File: src/rtl/kfpi_pkg.sv
package kfpi_pkg;

    // Item modes.
    localparam logic [1:0] MODE_LOAD    = 2'd0;
    localparam logic [1:0] MODE_ADVANCE = 2'd1;
    localparam logic [1:0] MODE_SEEK    = 2'd2;
    localparam logic [1:0] MODE_REWIND  = 2'd3;

    // Fraction of one in Q1.16.
    localparam logic [16:0] ONE_Q16 = 17'h10000;

    // Sequencer states, one-hot.
    typedef enum logic [11:0] {
        ST_IDLE = 12'b000000000001,
        ST_ARD  = 12'b000000000010,
        ST_ACHK = 12'b000000000100,
        ST_SRD  = 12'b000000001000,
        ST_SCHK = 12'b000000010000,
        ST_PRD  = 12'b000000100000,
        ST_PGET = 12'b000001000000,
        ST_W0   = 12'b000010000000,
        ST_SET  = 12'b000100000000,
        ST_DIV  = 12'b001000000000,
        ST_MUL  = 12'b010000000000,
        ST_ACC  = 12'b100000000000
    } state_t;

endpackage

File: src/rtl/kfpi_div.sv
module kfpi_div
(
    input  logic        clk,
    input  logic        rst_n,
    input  logic        start,
    input  logic [31:0] num,
    input  logic [31:0] den,
    output logic        done,
    output logic [15:0] quo
);
    import kfpi_pkg::*;

    logic [32:0] rem_reg, rem_next;
    logic [31:0] den_reg;
    logic [15:0] quo_reg, quo_next;
    logic [3:0]  cnt_reg;
    logic        run_reg;
    logic        done_reg;
    logic [32:0] shifted;

    // One quotient bit per cycle, restoring form; num is below den.
    always_comb
    begin
        shifted  = {rem_reg[31:0], 1'b0};
        rem_next = shifted;
        quo_next = {quo_reg[14:0], 1'b0};
        if (shifted >= {1'b0, den_reg})
        begin
            rem_next = shifted - {1'b0, den_reg};
            quo_next = {quo_reg[14:0], 1'b1};
        end
    end

    always_ff @(posedge clk or negedge rst_n)
    begin
        if (!rst_n)
        begin
            run_reg  <= 1'b0;
            done_reg <= 1'b0;
            cnt_reg  <= '0;
        end
        else
        begin
            done_reg <= 1'b0;
            if (start)
            begin
                run_reg <= 1'b1;
                cnt_reg <= '0;
            end
            else if (run_reg)
            begin
                cnt_reg <= cnt_reg + 4'd1;
                if (cnt_reg == 4'd15)
                begin
                    run_reg  <= 1'b0;
                    done_reg <= 1'b1;
                end
            end
        end
    end

    always_ff @(posedge clk)
    begin
        if (start)
        begin
            rem_reg <= {1'b0, num};
            den_reg <= den;
            quo_reg <= '0;
        end
        else if (run_reg)
        begin
            rem_reg <= rem_next;
            quo_reg <= quo_next;
        end
    end

    assign done = done_reg;
    assign quo  = quo_reg;

    // A result only follows a running division.
    a_done_after_run: assert property (@(posedge clk) disable iff (!rst_n)
        done_reg |-> $past(run_reg)) else $error("divider done without run");
    a_no_restart: assert property (@(posedge clk) disable iff (!rst_n)
        run_reg |-> !start) else $error("divider restarted while running");
    a_done_ends_run: assert property (@(posedge clk) disable iff (!rst_n)
        done_reg |-> !run_reg) else $error("divider still running at done");

endmodule

File: config.mk
export PLATFORM = sky130hd
export DESIGN_NAME = kfpi_div
export DESIGN_NICKNAME = d
export VERILOG_FILES = /design/src/rtl/kfpi_pkg.sv /design/src/rtl/kfpi_div.sv
export SDC_FILE = /design/constraint.sdc
export NUM_CORES = 1
export LEC_CHECK = 0
export BUFFER_PORTS_ARGS = -buffer_cell sky130_fd_sc_hd__buf_2
export CORE_MARGIN = 1
export CORE_UTILIZATION = 35
export CTS_CLUSTER_DIAMETER = 30
export CTS_CLUSTER_SIZE = 8
export DETAILED_ROUTE_END_ITERATION = 10
export GPL_ROUTABILITY_DRIVEN = 0
export PLACE_DENSITY = 0.66
export SLEW_MARGIN = 20
export SYNTH_ARGS = -nofsm -noshare
export SYNTH_HDL_FRONTEND = slang
export SYNTH_SLANG_ARGS = --single-unit
File: constraint.sdc
create_clock -name clk -period 8.5 [get_ports clk]
set_clock_uncertainty 0.2 [all_clocks]
set_input_delay 0.425 -clock clk [delete_from_list [all_inputs] [get_ports clk]]
set_output_delay 0.425 -clock clk [all_outputs]
set_load 0.05 [all_outputs]
; Word-level counts from Yosys, hierarchy flattened
; Cells that the tools add are included.
[word_totals]
out_inout_bits = 17
word_cells = 23
register_bits = 86
inputBits = 67
[classes]
n_mux = 12
n_reduce_logical = 1
n_addsub = 2
n_lt_le_gt_ge = 1
eq_ne = 1
[ops]
columns = cell, count
row1 = $mux W32, 3
row2 = $ge A33 B32 Y1, 1
row3 = $sub A32 B32 Y32, 1
row4 = $mux W4, 2
row5 = $mux W1, 7
row6 = $add A4 B1 Y4 const B, 1
row7 = $eq A4 B4 Y1 const B, 1
row8 = $reduce_bool A2 Y1, 1

; Longest topological paths before layout
[logic_depth]
ltp_word = 4
depth_mapped = 14
ltp_nobuf = 11

; Least setup slack after synthesis
; Ideal clock, no wire load.
[synth_path]
path_type = flip-flop to flip-flop
start = reg rem_reg[15]
end = reg rem_reg[22] (data pin)
setup_slack_ns = 5.613
stages_incl_launch_ff = 14
setup_time_ns = 0.270
n_path_buf = 3
period_less_slack_ns = 2.887
arrival_ns = 2.416
t_required_ns = 8.030
path_cell_list = edfxtp_1 -> ha_1 -> buf_2 -> nand4_1 -> nor2_1 -> nor4_1 -> o31ai_1 -> a21oi_2 -> o21a_2 -> o31ai_4 -> buf_6 -> buf_8 -> mux2i_1 -> a21oi_1
[synth_between]
elab_chain_len = 4
word_cells_on_any_way = 5
classes_between = 1 x add/sub / 1 x order compare / 3 x mux
[synth_lines]
columns = element, line
row1 = start: declaration, kfpi_div.sv:13  ; logic [32:0] rem_reg, rem_next;
row2 = start signal: assignment, kfpi_div.sv:66  ; rem_reg <= {1'b0, num};
row3 = start signal: assignment, kfpi_div.sv:72  ; rem_reg <= rem_next;
row4 = $sub A32 B32 Y32 or $ge A33 B32 Y1 (tied branches), "kfpi_div.sv:29, kfpi_div.sv:27"
row5 = $mux W32 (*), kfpi_div.sv:27  ; if (shifted >= {1'b0, den_reg})
row6 = $mux W32 (*), kfpi_div.sv:70  ; else if (run_reg)
row7 = $mux W32 (*), kfpi_div.sv:64  ; if (start)
; Mark *: on every way between the ends. The rest lies on a longest branch, timed or not. The select of a mux whose other input is x is not followed.
; A chain may end at the register's enable or synchronous reset.

; Worst setup path in the final report
[layout_path]
start = reg rem_reg[15]
end = reg rem_reg[29] (data pin)
; The elaborated chain is that of the path after synthesis.

==> impl_metrics.tcl <==
set metrics [dict create \
    fillers 1462 \
    power.leakage_nw 2.810 \
    path_delay_family "compound AO/OA/AOI/OAI gates" \
    drt_iter0_drc 194 \
    met1_usage_pct 18.96 \
    die_y_um 124.8 \
    fin_util_pct 41.07 \
    synth-compound-area-share_pct 13.48 \
    vias 4045 \
    fin_crit_sh_pct 42.68 \
    htreeDepth 3 \
    portBuffers 83 \
    top_usage_layer "met2" \
    grt_overflow_total 0 \
    grt_use_met2_pct 26.21 \
    netlist_instances 522 \
    maxCapViolations 0 \
    core_region_area_mm2 0.01464 \
    async_reset_ff_share_pct 6.977 \
    clkSinkCount 86 \
    antennaDiodeCount 0 \
    worst-r2r-setup-slack_ps 4870 \
    path_clk_slew_ps 70 \
    arrival_ps 3530 \
    hold_violations 0 \
    antenna_left 0 \
    synth_top_family_by_area "compound AO/OA/AOI/OAI gates" \
    synth_nets 623 \
    placed_cell_area_mm2 0.005712 \
    path_class "reg -> reg" \
    setup_violations 0 \
    grt_pass1_vias 4102 \
    num_rows 44 \
    num_io_pins 84 \
    r2r-end "rem_reg[29]" \
    die-area_mm2 0.01559 \
    max_stage_delay_ps 480 \
    synthAdderAreaFrac_pct 8.197 \
    ir_drop_v 0.0001607 \
    worstMarginPinSlew_ps 1033 \
    multi_input_area_mm2 0.002505 \
    crit_start "rem_reg[15]" \
    syn_area_mm2 0.005281 \
    worstPathCellList "ha_1, nand4_1, nor2_1, nor4_1, o31ai_1, a21oi_2, o21a_2, o31ai_4, buf_4, nor3b_1, a221o_1" \
    ys_seq_area_share_pct 45.30 \
    max_clock_freq_ghz 0.2756 \
    drt-vias-per-instance 5.226 \
    path_depth 11 \
    synth_warnings 0 \
    regArea_mm2 0.002392 \
    drive_gt1_share_pct 19.49 \
    final_nets 686 \
    design_area_mm2 0.006015 \
    worstRegToRegCells 11 \
    die_w_um 124.8 \
    synth_seq_cells 86 \
    worst_ep_required_time_ps 8400 \
    start_util_pct 36.06 \
    grt_pass1_wl_um 19270 \
    drc 8 \
    grt_max_degree 72 \
    grt_antenna_before_repair 0 \
    clock-root-buffer "clkbuf_16" \
    clockBufferDepth 2 \
    clk_latency_ps 350 \
    synthSimpleGateAreaFrac_pct 12.22 \
    critPathBufInv 1 \
    gr-usage-met3_pct 4.381 \
    reg2reg_from "rem_reg[15]" \
    period_needed_ps 3628 \
    cts_buffers 9 \
    postSynthAreaPerCell_um2 10.12 \
    synth_xor_area_share_pct 4.975 \
    critPathCaptureType "flop" \
    rsz0062_at_grt "no" \
    violations "design-rule violations" \
    area_growth_pct 13.88 \
    synth.distinct_cells 59 \
    wirelength_um 11390 \
    grt_usage_pct 15.55 \
    slew_headroom_pct 31.11 \
    synth_edf_count 64 \
    path_max_fanout 21 \
    cts_resized 0 \
    crit_path_start_kind "flop" \
    crit_slowest_cell "o31ai_4" \
    hpwl_um 8108 \
    muxShareOfSynthArea_pct 8.552 \
    cts_tree "built" \
    setup-tns-final_ps 0 \
    crit_path_end "rem_reg[29]" \
    min_path_type "in -> reg" \
    yosys_most_used_dff "edfxtp_1" \
    drtPass1Iterations 8 \
    avgRoutedWirePerCell_um 14.72 \
    cts_setup_buffers 0 \
    status "finished with violations" \
    slew_viol_final 0 \
    power.density_mw_per_mm2 336.4 \
]
-- worst min-delay path by stage --
stage | start | endpoint | slack [ps] | cells after the start
detailed placement | rst_n | cnt_reg[3] | 60 | 1
global route | den[17] | den_reg[17] | 30 | 1
finish | den[25] | den_reg[25] | 50 | 1
floorplan | rst_n | cnt_reg[0] | -70 | 0
global placement | rst_n | cnt_reg[1] | 50 | 1
CTS | den[25] | den_reg[25] | 30 | 1
-- cell type report --
| class | count | share of cell area, % |
|---|---|---|
| Clock buffer | 9 | 3.745 |
| Clock inverter | 7 | 0.9361 |
| Inverter | 41 | 2.559 |
| Multi-Input combinational cell | 360 | 41.65 |
| Sequential cell | 86 | 39.78 |
| Tap cell | 184 | 3.828 |
| Timing Repair Buffer | 87 | 7.510 |
-- what timing repair did --
item,in CTS,in global routing
endpoints found under the hold margin,6,0
hold buffers,1,0
endpoints found under the setup margin,0,0
-- cell usage in the layout, fill, tap and decap left out, types with 3 or more instances in the layout --
master	n
xor2_1	14
nor3_1	5
ha_1	33
edfxtp_1	64
and4_1	5
a21o_1	5
nor4_1	4
o21ai_0	8
o21ai_1	7
o211ai_1	3
clkinv_4	3
nand4_1	6
inv_1	40
nand3_1	5
buf_2	83
mux2i_1	44
or2_2	3
clkbuf_16	9
and3_1	4
dfxtp_1	16
o21a_1	5
a21oi_1	53
xnor2_1	16
dfrtp_1	6
and2_1	3
o2111ai_1	3
nor2_1	62
nand2b_1	3
nand2_1	33
-- per-stage QoR --
step                      total power [mW]  setup slack, ps  hold slack [ps]  std cells
after global routing                 2.185             4580            33.71        774
after floorplan                      1.462             5613           -70.59        522
after CTS                            2.027             4407            33.81        773
after global placement               1.610             4538            51.19        756
final                                2.024             4872            49.88        774
after detailed placement             1.636             4399            58.94        756
-- report_power, final --
group	internal [mW]	total (mW)	leakage [nW]	switching [mW]
logic	0.445	1.02	1.82	0.575
registers	0.573	0.625	0.851	0.0515
clock network	0.202	0.379	0.141	0.177
total	1.22	2.02	2.81	0.804
-- Yosys cell counts, types with 6 or more instances --
| library cell | number | area share, % |
|---|---|---|
| edfxtp_1 | 64 | 36 |
| nor2_1 | 62 | 4.4 |
| a21oi_1 | 53 | 5.0 |
| mux2i_1 | 44 | 8.3 |
| inv_1 | 40 | 2.8 |
| ha_1 | 33 | 7.8 |
| nand2_1 | 33 | 2.3 |
| buf_4 | 16 | 2.3 |
| dfxtp_1 | 16 | 6.1 |
| xnor2_1 | 16 | 2.7 |
| xor2_1 | 14 | 2.3 |
| clkbuf_1 | 12 | 0.85 |
| o21ai_0 | 8 | 0.76 |
| o21ai_1 | 7 | 0.66 |
| dfrtp_1 | 6 | 2.8 |
| nand4_1 | 6 | 0.71 |
-- worst reg2reg max path: stages (launching register included) --
cell and delay, ps:
edfxtp_1 390, ha_1 460, nand4_1 200, nor2_1 150
nor4_1 70, o31ai_1 260, a21oi_2 100, o21a_2 270
o31ai_4 480, buf_4 410, nor3b_1 100, a221o_1 290
-- per-layer routing --
metal	part of all wire, %	up-vias
li1	-	1985
met1	46	1915
met2	47	129
met3	5.5	16
met4	1.7	0
met5	0	-
-- logic make-up after synthesis --
logic type | Yosys count
simple gates | 140
compound gates | 111
flops | 86
buf+inv | 76
mux | 45
fa+ha+maj | 34
xor+xnor | 30
(Power assumes the default switching activity.)
